--- src/hw/rtl/rrts_pkg.sv ---
// Shared types and constants of the round-robin thread slot scheduler.
// Used by rrts_ctrl, rrts_dp and the top level of hw/rtl; depends on nothing.
`default_nettype none

package rrts_pkg;

	localparam int SLOTS_DEF      = 4;
	localparam int FRAME_SHIFT    = 4;
	localparam int PTR_W          = 8;
	localparam logic [7:0] FRAME_BYTES    = 8'd15;
	localparam logic [7:0] STACK_BASE_RST = 8'h40;

	localparam logic [1:0] OP_CREATE = 2'd0;
	localparam logic [1:0] OP_SWITCH = 2'd1;
	localparam logic [1:0] OP_EXIT   = 2'd2;
	localparam logic [1:0] OP_NOP    = 2'd3;

	localparam logic [1:0] ST_OK      = 2'd0;
	localparam logic [1:0] ST_NO_FREE = 2'd1;
	localparam logic [1:0] ST_NO_LIVE = 2'd2;

	typedef struct packed {
		logic capture;
		logic create;
		logic save;
		logic clear_run;
		logic scan_init;
		logic scan_step;
		logic take_cand;
		logic load_rd;
		logic fin_nop;
		logic fin_no_free;
		logic fin_no_live;
	} ctrl_cmd_t;

	typedef struct packed {
		logic is_create;
		logic is_switch;
		logic is_exit;
		logic no_free;
		logic no_live;
		logic exit_empties;
		logic cand_live;
	} dp_stat_t;

endpackage

`default_nettype wire

--- src/hw/rtl/rrts_ram.sv ---
// Generic single-write, single-read RAM with registered read data.
// Standalone; no package dependency.
`default_nettype none

module rrts_ram #(
	parameter int WIDTH = 8,
	parameter int DEPTH = 4
) (
	input  wire logic                     clk,
	input  wire logic                     we,
	input  wire logic [$clog2(DEPTH)-1:0] waddr,
	input  wire logic [WIDTH-1:0]         wdata,
	input  wire logic                     re,
	input  wire logic [$clog2(DEPTH)-1:0] raddr,
	output      logic [WIDTH-1:0]         rdata
);

	logic [WIDTH-1:0] mem_q [DEPTH];

	always_ff @(posedge clk) begin
		if (we) begin
			mem_q[waddr] <= wdata;
		end
		if (re) begin
			rdata <= mem_q[raddr];
		end
	end

endmodule

`default_nettype wire

--- src/hw/rtl/rrts_ctrl.sv ---
// Controller state machine of the scheduler: sequences capture, execute,
// slot scan, pointer read and result strobe. Depends on rrts_pkg.
`default_nettype none

module rrts_ctrl (
	input  wire logic               clk,
	input  wire logic               arst_n,
	input  wire logic               start,
	input  wire rrts_pkg::dp_stat_t stat,
	output      rrts_pkg::ctrl_cmd_t cmd,
	output      logic               busy,
	output      logic               done
);

	localparam logic [2:0] S_IDLE = 3'd0;
	localparam logic [2:0] S_EXEC = 3'd1;
	localparam logic [2:0] S_SCAN = 3'd2;
	localparam logic [2:0] S_READ = 3'd3;
	localparam logic [2:0] S_DONE = 3'd4;

	logic [2:0] state_q;
	logic [2:0] state_d;
	logic       accept;

	assign busy   = (state_q != S_IDLE) && (state_q != S_DONE);
	assign done   = (state_q == S_DONE);
	assign accept = start && !busy;

	always_comb begin
		cmd         = '0;
		state_d     = state_q;
		cmd.capture = accept;
		unique case (state_q)
			S_IDLE, S_DONE: begin
				state_d = accept ? S_EXEC : S_IDLE;
			end
			S_EXEC: begin
				state_d = S_DONE;
				if (stat.is_create) begin
					if (stat.no_free) begin
						cmd.fin_no_free = 1'b1;
					end else begin
						cmd.create = 1'b1;
					end
				end else if (stat.is_switch) begin
					if (stat.no_live) begin
						cmd.fin_no_live = 1'b1;
					end else begin
						cmd.save      = 1'b1;
						cmd.scan_init = 1'b1;
						state_d       = S_SCAN;
					end
				end else if (stat.is_exit) begin
					cmd.clear_run = 1'b1;
					if (stat.exit_empties) begin
						cmd.fin_no_live = 1'b1;
					end else begin
						cmd.scan_init = 1'b1;
						state_d       = S_SCAN;
					end
				end else begin
					cmd.fin_nop = 1'b1;
				end
			end
			S_SCAN: begin
				if (stat.cand_live) begin
					cmd.take_cand = 1'b1;
					state_d       = S_READ;
				end else begin
					cmd.scan_step = 1'b1;
				end
			end
			S_READ: begin
				cmd.load_rd = 1'b1;
				state_d     = S_DONE;
			end
			default: begin
				state_d = S_IDLE;
			end
		endcase
	end

	always_ff @(posedge clk or negedge arst_n) begin
		if (!arst_n) begin
			state_q <= S_IDLE;
		end else begin
			state_q <= state_d;
		end
	end

	a_done_pulse: assert property (@(posedge clk) disable iff (!arst_n)
		done |=> !done)
		else $error("result strobe held longer than one cycle");

	a_accept_busy: assert property (@(posedge clk) disable iff (!arst_n)
		accept |=> busy)
		else $error("accepted transfer did not raise busy");

	a_read_to_done: assert property (@(posedge clk) disable iff (!arst_n)
		cmd.take_cand |=> (cmd.load_rd ##1 done))
		else $error("pointer read not followed by result strobe");

endmodule

`default_nettype wire

--- src/hw/rtl/rrts_dp.sv ---
// Datapath of the scheduler: live mask, running slot, scan candidate,
// stack base register, saved pointer RAM and result registers.
// Depends on rrts_pkg and rrts_ram.
`default_nettype none

module rrts_dp #(
	parameter int SLOTS = rrts_pkg::SLOTS_DEF
) (
	input  wire logic                      clk,
	input  wire logic                      arst_n,
	input  wire logic                      cfg_wr_en,
	input  wire logic [7:0]                cfg_wr_data,
	input  wire logic [1:0]                opcode,
	input  wire logic [7:0]                stack_ptr_now,
	input  wire rrts_pkg::ctrl_cmd_t       cmd,
	output      rrts_pkg::dp_stat_t        stat,
	output      logic [1:0]                status,
	output      logic [1:0]                slot_id,
	output      logic [7:0]                stack_ptr_out
);

	localparam int SW = $clog2(SLOTS);
	localparam logic [SW-1:0] LAST_SLOT = SW'(SLOTS - 1);

	logic [SLOTS-1:0] live_q;
	logic [SW-1:0]    running_q;
	logic [SW-1:0]    cand_q;
	logic [7:0]       stack_base_q;
	logic [1:0]       op_q;
	logic [7:0]       sp_now_q;
	logic [1:0]       status_q;
	logic [SW-1:0]    slot_q;
	logic [7:0]       sp_out_q;

	logic [SW-1:0]    free_idx;
	logic [SLOTS-1:0] run_mask;
	logic [SLOTS-1:0] live_after_exit;
	logic [SW-1:0]    run_next;
	logic [SW-1:0]    cand_next;
	logic [7:0]       frame_ptr;
	logic             ram_we;
	logic [SW-1:0]    ram_waddr;
	logic [7:0]       ram_wdata;
	logic [7:0]       ram_rdata;

	always_comb begin
		free_idx = '0;
		for (int i = SLOTS - 1; i >= 0; i--) begin
			if (!live_q[i]) begin
				free_idx = SW'(i);
			end
		end
	end

	assign run_mask        = SLOTS'(1) << running_q;
	assign live_after_exit = live_q & ~run_mask;
	assign run_next        = (running_q == LAST_SLOT) ? '0 : running_q + 1'b1;
	assign cand_next       = (cand_q == LAST_SLOT) ? '0 : cand_q + 1'b1;
	assign frame_ptr       = stack_base_q + ((8'(free_idx)) << rrts_pkg::FRAME_SHIFT)
		+ rrts_pkg::FRAME_BYTES;

	assign stat.is_create    = (op_q == rrts_pkg::OP_CREATE);
	assign stat.is_switch    = (op_q == rrts_pkg::OP_SWITCH);
	assign stat.is_exit      = (op_q == rrts_pkg::OP_EXIT);
	assign stat.no_free      = &live_q;
	assign stat.no_live      = (live_q == '0);
	assign stat.exit_empties = (live_after_exit == '0);
	assign stat.cand_live    = live_q[cand_q];

	assign ram_we    = cmd.create || cmd.save;
	assign ram_waddr = cmd.create ? free_idx : running_q;
	assign ram_wdata = cmd.create ? frame_ptr : sp_now_q;

	rrts_ram #(
		.WIDTH(rrts_pkg::PTR_W),
		.DEPTH(SLOTS)
	) u_sp_ram (
		.clk  (clk),
		.we   (ram_we),
		.waddr(ram_waddr),
		.wdata(ram_wdata),
		.re   (cmd.take_cand),
		.raddr(cand_q),
		.rdata(ram_rdata)
	);

	always_ff @(posedge clk or negedge arst_n) begin
		if (!arst_n) begin
			live_q       <= '0;
			running_q    <= '0;
			stack_base_q <= rrts_pkg::STACK_BASE_RST;
		end else begin
			if (cfg_wr_en) begin
				stack_base_q <= cfg_wr_data;
			end
			if (cmd.create) begin
				live_q <= live_q | (SLOTS'(1) << free_idx);
			end else if (cmd.clear_run) begin
				live_q <= live_after_exit;
			end
			if (cmd.take_cand) begin
				running_q <= cand_q;
			end
		end
	end

	always_ff @(posedge clk) begin
		if (cmd.capture) begin
			op_q     <= opcode;
			sp_now_q <= stack_ptr_now;
		end
		if (cmd.scan_init) begin
			cand_q <= run_next;
		end else if (cmd.scan_step) begin
			cand_q <= cand_next;
		end
		if (cmd.create) begin
			status_q <= rrts_pkg::ST_OK;
			slot_q   <= free_idx;
			sp_out_q <= frame_ptr;
		end else if (cmd.fin_no_free) begin
			status_q <= rrts_pkg::ST_NO_FREE;
			slot_q   <= '0;
			sp_out_q <= '0;
		end else if (cmd.fin_no_live) begin
			status_q <= rrts_pkg::ST_NO_LIVE;
			slot_q   <= running_q;
			sp_out_q <= '0;
		end else if (cmd.fin_nop) begin
			status_q <= rrts_pkg::ST_OK;
			slot_q   <= running_q;
			sp_out_q <= '0;
		end else if (cmd.take_cand) begin
			status_q <= rrts_pkg::ST_OK;
			slot_q   <= cand_q;
		end else if (cmd.load_rd) begin
			sp_out_q <= ram_rdata;
		end
	end

	assign status        = status_q;
	assign slot_id       = 2'(slot_q);
	assign stack_ptr_out = sp_out_q;

	a_scan_has_live: assert property (@(posedge clk) disable iff (!arst_n)
		(cmd.scan_step || cmd.scan_init) |-> (live_q != '0))
		else $error("slot scan started or advanced with no live slot");

	a_take_sets_run: assert property (@(posedge clk) disable iff (!arst_n)
		cmd.take_cand |=> (running_q == $past(cand_q)))
		else $error("running slot not updated from scan result");

	a_create_marks: assert property (@(posedge clk) disable iff (!arst_n)
		cmd.create |=> live_q[$past(free_idx)])
		else $error("created slot not marked live");

endmodule

`default_nettype wire

--- src/hw/rtl/round_robin_thread_slot_scheduler.sv ---
// Top level of the round-robin thread slot scheduler.
// Joins rrts_ctrl and rrts_dp; depends on rrts_pkg.
//
// A command is taken when start is high and busy is low; its result appears
// on status, slot_id and stack_ptr_out for exactly the one cycle in which done
// is high, and must be captured then since it cannot be held off. Create, a
// no-op, and any command that fails with no free or no live slot go from the
// execute state straight to done. Switch and exit scan the slots one per
// cycle, starting after the running slot, then read the saved pointer from the
// slot RAM in the read state before done; the scan distance to the next live
// slot sets how long the scan state lasts. A new command may be accepted in
// the cycle done is high. The user must write stack_base through cfg_wr_en and
// cfg_wr_data only while no command is in flight; the block does not enforce it.
`default_nettype none

module round_robin_thread_slot_scheduler #(
	parameter int SLOTS = rrts_pkg::SLOTS_DEF
) (
	input  wire logic       clk,
	input  wire logic       arst_n,
	input  wire logic       cfg_wr_en,
	input  wire logic [7:0] cfg_wr_data,
	input  wire logic       start,
	output      logic       busy,
	input  wire logic [1:0] opcode,
	input  wire logic [7:0] stack_ptr_now,
	output      logic       done,
	output      logic [1:0] status,
	output      logic [1:0] slot_id,
	output      logic [7:0] stack_ptr_out
);

	rrts_pkg::ctrl_cmd_t cmd;
	rrts_pkg::dp_stat_t  stat;

	rrts_ctrl u_ctrl (
		.clk   (clk),
		.arst_n(arst_n),
		.start (start),
		.stat  (stat),
		.cmd   (cmd),
		.busy  (busy),
		.done  (done)
	);

	rrts_dp #(
		.SLOTS(SLOTS)
	) u_dp (
		.clk          (clk),
		.arst_n       (arst_n),
		.cfg_wr_en    (cfg_wr_en),
		.cfg_wr_data  (cfg_wr_data),
		.opcode       (opcode),
		.stack_ptr_now(stack_ptr_now),
		.cmd          (cmd),
		.stat         (stat),
		.status       (status),
		.slot_id      (slot_id),
		.stack_ptr_out(stack_ptr_out)
	);

endmodule

`default_nettype wire
--- config.mk ---
export PLATFORM = sky130hd
export DESIGN_NAME = round_robin_thread_slot_scheduler
export DESIGN_NICKNAME = d
export VERILOG_FILES = /design/src/hw/rtl/rrts_pkg.sv /design/src/hw/rtl/rrts_ram.sv /design/src/hw/rtl/rrts_ctrl.sv /design/src/hw/rtl/rrts_dp.sv /design/src/hw/rtl/round_robin_thread_slot_scheduler.sv
export SDC_FILE = /design/constraint.sdc
export NUM_CORES = 1
export LEC_CHECK = 0
export BUFFER_PORTS_ARGS = -buffer_cell sky130_fd_sc_hd__buf_2
export CAP_MARGIN = 20
export CELL_PAD_IN_SITES_DETAIL_PLACEMENT = 0
export CELL_PAD_IN_SITES_GLOBAL_PLACEMENT = 1
export CORE_MARGIN = 2
export CORE_UTILIZATION = 46
export CTS_BUF_LIST = sky130_fd_sc_hd__clkbuf_2 sky130_fd_sc_hd__clkbuf_4 sky130_fd_sc_hd__clkbuf_8
export DETAILED_ROUTE_END_ITERATION = 16
export HOLD_SLACK_MARGIN = 0.08
export PLACE_DENSITY = 0.86
export SYNTH_ARGS = -nofsm -noshare
export SYNTH_HDL_FRONTEND = slang
export SYNTH_SLANG_ARGS = --single-unit
--- constraint.sdc ---
create_clock -name clk -period 2.55 [get_ports clk]
set_input_delay 0.6375 -clock clk [delete_from_list [all_inputs] [get_ports clk]]
set_output_delay 0.6375 -clock clk [all_outputs]
set_load 0.03 [all_outputs]
## Word-level counts from Yosys, hierarchy flattened

Memory sizes are Yosys's and may differ from the RTL's. A register that Yosys moved wholly into a read port is not among the register bits.
Cells that the tools add are included.
Widths: inputs -> output; s select.

| storage, ports and cells | value |
|---|---|
| bits in writable memories | 32 |
| input bits | 22 |
| register bits after elaboration | 41 |
| memories kept | 1 |

Memory list:

| memory | words | width | read ports | clocked after Yosys merged registers in | write ports | line | text |
|---|---|---|---|---|---|---|---|
| u_dp.u_sp_ram.mem_q | 4 | 8 | 1 | 1 | 1 | rrts_ram.sv:18 | `logic [WIDTH-1:0] mem_q [DEPTH];` |

| cells by class | value |
|---|---|
| multiplexer cells | 64 |
| reduce and logical (&&, ||, !) cells | 19 |
| bitwise gates (word level) | 3 |
| eq/ne operators | 11 |
| $add $sub $neg | 4 |
| shifts and indexed selects | 2 |
| $lt $le $gt $ge | 1 |

Operator list:

| operator | count |
|---|---|
| $mux 8 | 7 |
| $mux 2 | 19 |
| $mux 1 | 25 |
| $mux 3 | 8 |
| $mux 4 | 3 |
| $pmux 3 s4 | 1 |
| $reduce_bool 5->1 | 2 |
| $add 8x4->8 const B | 1 |
| $add 8x6->8 | 1 |
| $logic_not 4->1 | 2 |
| $shl 1x2->4 const A | 2 |
| $eq 2x2->1 const B | 3 |
| $eq 3x2->1 const B | 2 |
| $reduce_bool 3->1 | 2 |
| $ne 5x4->1 const B | 1 |
| $add 2x1->2 const B | 2 |
| $and 4x4->4 | 1 |
| $not 4->4 | 1 |
| $or 4x4->4 | 1 |
| $reduce_and 4->1 | 1 |
| $reduce_bool 2->1 | 2 |
| $reduce_bool 4->1 | 1 |
| $reduce_or 2->1 | 2 |
| $eq 3x1->1 const B | 1 |
| 12 further kinds | 13 |

## Longest topological paths before layout

| depth | value |
|---|---|
| depth after elaboration | 13 |
| gate-level depth with buffers | 8 |
| mapped depth without buffers | 8 |

## Cells and area by module

From an unflattened synthesis, not the netlist that was laid out.

| unflattened totals | value |
|---|---|
| cells, all modules | 277 |
| area, all modules | 3,674.8 sq um |

Modules (own cells, without submodules):

| module | instances | area an instance (sq um) | cells an instance | seq. area each (sq um) |
|---|---|---|---|---|
| rrts_dp | 1 | 1,989.4 | 191 | 1,052.3 |
| rrts_ram | 1 | 1,428.9 | 54 | 1,201.2 |
| rrts_ctrl | 1 | 256.5 | 32 | 75.1 |

## Worst setup path before layout

No wires, ideal clock.

| timing path | value |
|---|---|
| kind | reg-to-reg |
| start point | reg u_dp.live_q[2] |
| end point | mem u_dp.u_sp_ram.mem_q[0][7], data pin |
| arrival | 2.120 ns |
| path slack | 0.145 ns |
| stages on the path, launching flop included | 9 |
| path buffers | 0 |
| required time | 2.265 ns |
| path through | dfrtp_1 -> nor2b_1 -> o21ai_0 -> inv_1 -> ha_1 -> and3_1 -> a221oi_1 -> xor2_1 -> o21ai_0 |

| between the ends | value |
|---|---|
| word-level cells in the longest chain between the ends | 6 |

RTL lines:

| element | line | text |
|---|---|---|
| from (decl) | rrts_dp.sv:25 | `logic [SLOTS-1:0] live_q;` |
| from (signal assigned) | rrts_dp.sv:97 | `live_q <= live_q \| (SLOTS'(1) << free_idx);` |
| from (signal assigned) | rrts_dp.sv:99 | `live_q <= live_after_exit;` |
| $mux 2 (3 in series) | rrts_dp.sv:49 | `if (!live_q[i]) begin` |
| $add 8x6->8 | rrts_dp.sv:59 | `assign frame_ptr = stack_base_q + ((8'(free_idx)) << rrts_pkg::FRAME_SHIFT)` |
| $add 8x4->8 | rrts_dp.sv:60 | `+ rrts_pkg::FRAME_BYTES;` |
| $mux 8 * | rrts_dp.sv:72 | `assign ram_wdata = cmd.create ? frame_ptr : sp_now_q;` |
| named net u_dp.ram_wdata[7] | rrts_dp.sv:43 | `logic [7:0] ram_wdata;` |
| to (decl) | rrts_ram.sv:18 |  |

Mark *: on every way through the listed nets, which the timed path passes. The rest lies on a longest branch.

## Worst setup path after layout

| timing path | value |
|---|---|
| start point | reg u_ctrl.state_q[1] |
| end point | mem u_dp.u_sp_ram.mem_q[0][2], data pin |

| between the ends | value |
|---|---|
| word-level cells in the longest chain between the ends | 3 |

RTL lines:

| element | line | text |
|---|---|---|
| from (decl) | rrts_ctrl.sv:21 | `logic [2:0] state_q;` |
| from (signal assigned) | rrts_ctrl.sv:87 | `state_q <= state_d;` |
| $eq 3x1->1 | rrts_ctrl.sv:33 | `unique case (state_q)` |
| $mux 4 | rrts_ctrl.sv:33 |  |
| $mux 8 | rrts_dp.sv:72 |  |
| named net u_dp.ram_wdata[2] | rrts_dp.sv:43 |  |

The timed path passes the listed nets, and every way through them passes these cells.

==> results by group <==
Timing
  • Crit share post-route: 92.2%
  • Worst Clk Skew: 0.00701 ns
  • Slew Viols, Final: 0
  • Setup ws final: 0.198 ns
  • Tmin final: 2.35 ns
  • RSZ-0062 raised after global routing: false
  • Relative slew slack: 62.0%
  • Worst-margin pin slew: 0.571 ns
  • Setup violations, final: 0
  • Fin. Hold Viols: 0
  • Setup TNS: 0 ns
  • Max Clk Rate: 425 MHz

GRT
  • GRT Total Usage: 18.5%
  • Number of global-route vias before repair: 2261
  • First-pass GRT wire length: 11.6 mm
  • Grt total ovfl: 0
  • Largest net degree at the start of global routing: 18
  • Antenna violations before repair: 0

Floorplan
  • Area of the die: 8510 um^2
  • Initial Util: 46.8%
  • Die height: 92.2 um
  • Core area: 7650 um^2
  • # rows: 32
  • IO Pins: 36
  • Die width: 92.2 um

Clocking
  • CTS tree: yes
  • H-tree depth: 3
  • Clk slew on worst S/H paths: 0.08 ns
  • CTS buffer count: 9
  • Clock root buffer master: clkbuf_8
  • Clock sinks: 81
  • Hold-fix buffers, CTS: 0
  • Maximum clock path buffer count: 2
  • Clk Latency, worst-skew pair: 0.35 ns

Detailed routing
  • Final WL: 7.34 mm
  • Vias per inst: 5.63
  • WL met1: 3.08 mm
  • 1st-iter DRT viols: 331
  • Final ANT Viol Nets: 0
  • Highest Signal Layer: met4
  • Vias: 2250
  • Metal3 WL: 510 um
  • Drt drc: 0
  • Routed len/inst: 18.4 um
  • Drt pass-1 iters: 5
  • Metal2 WL: 3.62 mm

Worst setup path
  • Critical Path RT: 2.64 ns
  • Crit path kind: flop to flop
  • Top delay family on crit path: simple AND/OR/NAND/NOR gates
  • Critical Path End Type: flop
  • Startpoint Class: flop
  • Crit-path cells: or3b_1 > or3_4 > buf_4 > o21ai_0
  • WP buf/inv: 1
  • CP max-delay cell: or3b_1
  • Crit path max fanout: 13
  • R2r startpoint: u_ctrl.state_q[1]
  • WP data arrival: 2.44 ns
  • Largest incremental delay on the critical path: 0.57 ns
  • Launch point of the worst path: u_ctrl.state_q[1]

Place
  • Dpl ws: 0.0501 ns
  • Dpl hpwl: 5.26 mm
  • GPL Wtd Cong: 0.888
  • Port bufs: 35

Synthesis
  • Top_reg_cell synth: edfxtp_1
  • Synth Instances: 241
  • Syn nets: 271
  • Post-synth EDFFs: 62
  • Sequential cell area fraction in the yosys report: 65.0%
  • Asr flop ratio synth: 21.0%
  • Synth Cell Area: 3580 um^2
  • Yosys warns: 0
  • Cell variety after synth: 58
  • Yosys reg bits: 81
  • Syn_area_per_cell: 14.9 um^2

Cells and area
  • Layout cells sized above 1: 32.9%
  • Area Overhead vs Synth: 16.5%
  • Diode count: 0
  • Layout Nets: 323

Power and ir drop
  • Cell leakage power: 0.00161 uW
  • Total Power: 4600 uW
  • Power Density: 1100 nW/um^2
  • Peak VDD IR: 0.410 mV

Flow run
  • Max cap viols: 0

Run status
  • Outcome: finished clean

Min path
  • HP Class: input port to async pin
[power breakdown]
part | internal (uW) | total, uW | leakage, uW | switching (uW)
registers | 1820 | 1980 | 0.000789 | 161
clock network | 567 | 1020 | 0.000111 | 454
logic | 622 | 1600 | 0.000706 | 977
[worst register-to-register path, stage by stage, from the launching register on]
cell and delay, ns:
dfrtp_1 0.42, or3b_1 0.57, or3_4 0.49, buf_4 0.20, o21ai_0 0.42
[layout make-up]
class                   count  area, um^2
inverters                   9        33.8
clock buffers              10         131
flip-flops and latches     81        2330
well taps                 102         128
clock inverters             6        90.1
multi-input cells         144        1190
fillers                   631        3470
repair buffers             48         273
[per-layer routing]
layer  track usage, %  vias up
li1                 -     1033
met1             24.3     1109
met2             29.7       97
met3             4.03       11
met4             8.21        0
met5                0        -
[synthesized netlist by cell type (2+ instances only)]
library cell  instances  area (um^2)
a32o_1                3         30.0
o21ai_0              15         75.1
o2bb2ai_1             3         26.3
nor2b_1               2         12.5
ha_1                  8          100
dfxtp_1               2         40.0
buf_6                 2         22.5
inv_1                 9         33.8
a21o_1                3         22.5
xor2_1                2         17.5
nor2_1                7         26.3
or3_4                 2         22.5
buf_1                 2         7.51
dfrtp_1              16          400
nand2b_1              6         37.5
nand3_1               3         15.0
edfxtp_1             62         1860
mux2_2                9          101
nand4_1               2         12.5
nand2_1              22         82.6
and2_1                2         12.5
and3_1                2         12.5
a21oi_1               6         30.0
xnor2_1               2         17.5
and3b_1               2         17.5
nor3b_1               3         22.5
or2_2                 2         12.5
a22o_1                4         35.0
mux4_2                9          203
[path summary, 6_finish.rpt]
path	endpoint	slack, ns	cells past startpoint
min reg2reg	u_dp.status[1]	0.50	1
min	u_dp.live_q[2]	0.22	1
min in group clk	u_dp.sp_now_q[2]	0.46	1
max reg2reg	u_dp.u_sp_ram.mem_q[0][2]	0.20	4
max	u_dp.u_sp_ram.mem_q[0][2]	0.20	4
max in group asynchronous	u_dp.stack_base_q[6]	2.00	1
[state kept, by name, summed over array words and instances (netlist names)]
| name | count |
|---|---|
| u_ctrl.state_q | 3 |
| u_dp.live_q | 4 |
| u_dp.stack_ptr_out | 8 |
| u_dp.cand_q | 2 |
| u_dp.stack_base_q | 8 |
| u_dp.running_q | 2 |
| u_dp.slot_id | 2 |
| u_dp.u_sp_ram.rdata | 8 |
| u_dp.op_q | 2 |
| u_dp.sp_now_q | 8 |
| u_dp.status | 2 |
| u_dp.u_sp_ram.mem_q | 32 |
[stage by stage]
| step | cell area [um^2] | hold WS, ns | std cells | util, % |
|---|---|---|---|---|
| 3_5_place_dp | 3940 | 0.494 | 384 | 51.5 |
| 3_3_place_gp | 3940 | 0.486 | 384 | 51.5 |
| 4_1_cts | 4160 | 0.220 | 400 | 54.4 |
| 5_1_grt | 4170 | 0.239 | 400 | 54.6 |
| 6_report | 4170 | 0.218 | 400 | 54.6 |
| 2_1_floorplan | 3580 | 0.342 | 241 | - |
[timing repair]
item,CTS,global route
setup buffers,0,0
gates resized for setup,0,6
endpoints found under the setup margin,0,13
[cells by family (layout without fill, tap and decap cells)]
logic type	count (synthesis)	after routing	share of synthesized area [%]
AOI/OAI and AO/OA	49	49	10.3
DFF	81	81	65.0
and+or+nand+nor	65	65	10.2
adders and majority gates	8	8	2.79
muxes	18	18	8.49
xor gates and xnor gates	4	4	0.978
buffers and inverters	16	73	2.24
[placed cells by master (no fill, tap or decap), types with 2 or more instances in the layout]
cell type / n
dfrtp_2: 2
and2_1: 2
buf_2: 35
clkbuf_8: 9
or2_2: 2
ha_1: 8
inv_1: 9
a21oi_1: 6
dfrtp_1: 14
and3b_1: 2
nor2_1: 7
nand4_1: 2
dfxtp_1: 2
bufinv_16: 2
a21o_1: 3
nor4_2: 2
edfxtp_1: 62
nand2_1: 22
mux4_2: 9
a22o_1: 4
nand2b_1: 6
nand3_1: 3
xor2_1: 2
o2bb2ai_1: 3
inv_6: 2
a32o_1: 3
buf_4: 13
nor3b_1: 3
o21ai_0: 13
xnor2_1: 2
o21ai_1: 2
and3_1: 2
mux2_2: 9
or3_4: 2
nor2b_1: 2
Note: power is estimated with default switching activity, not from simulation.
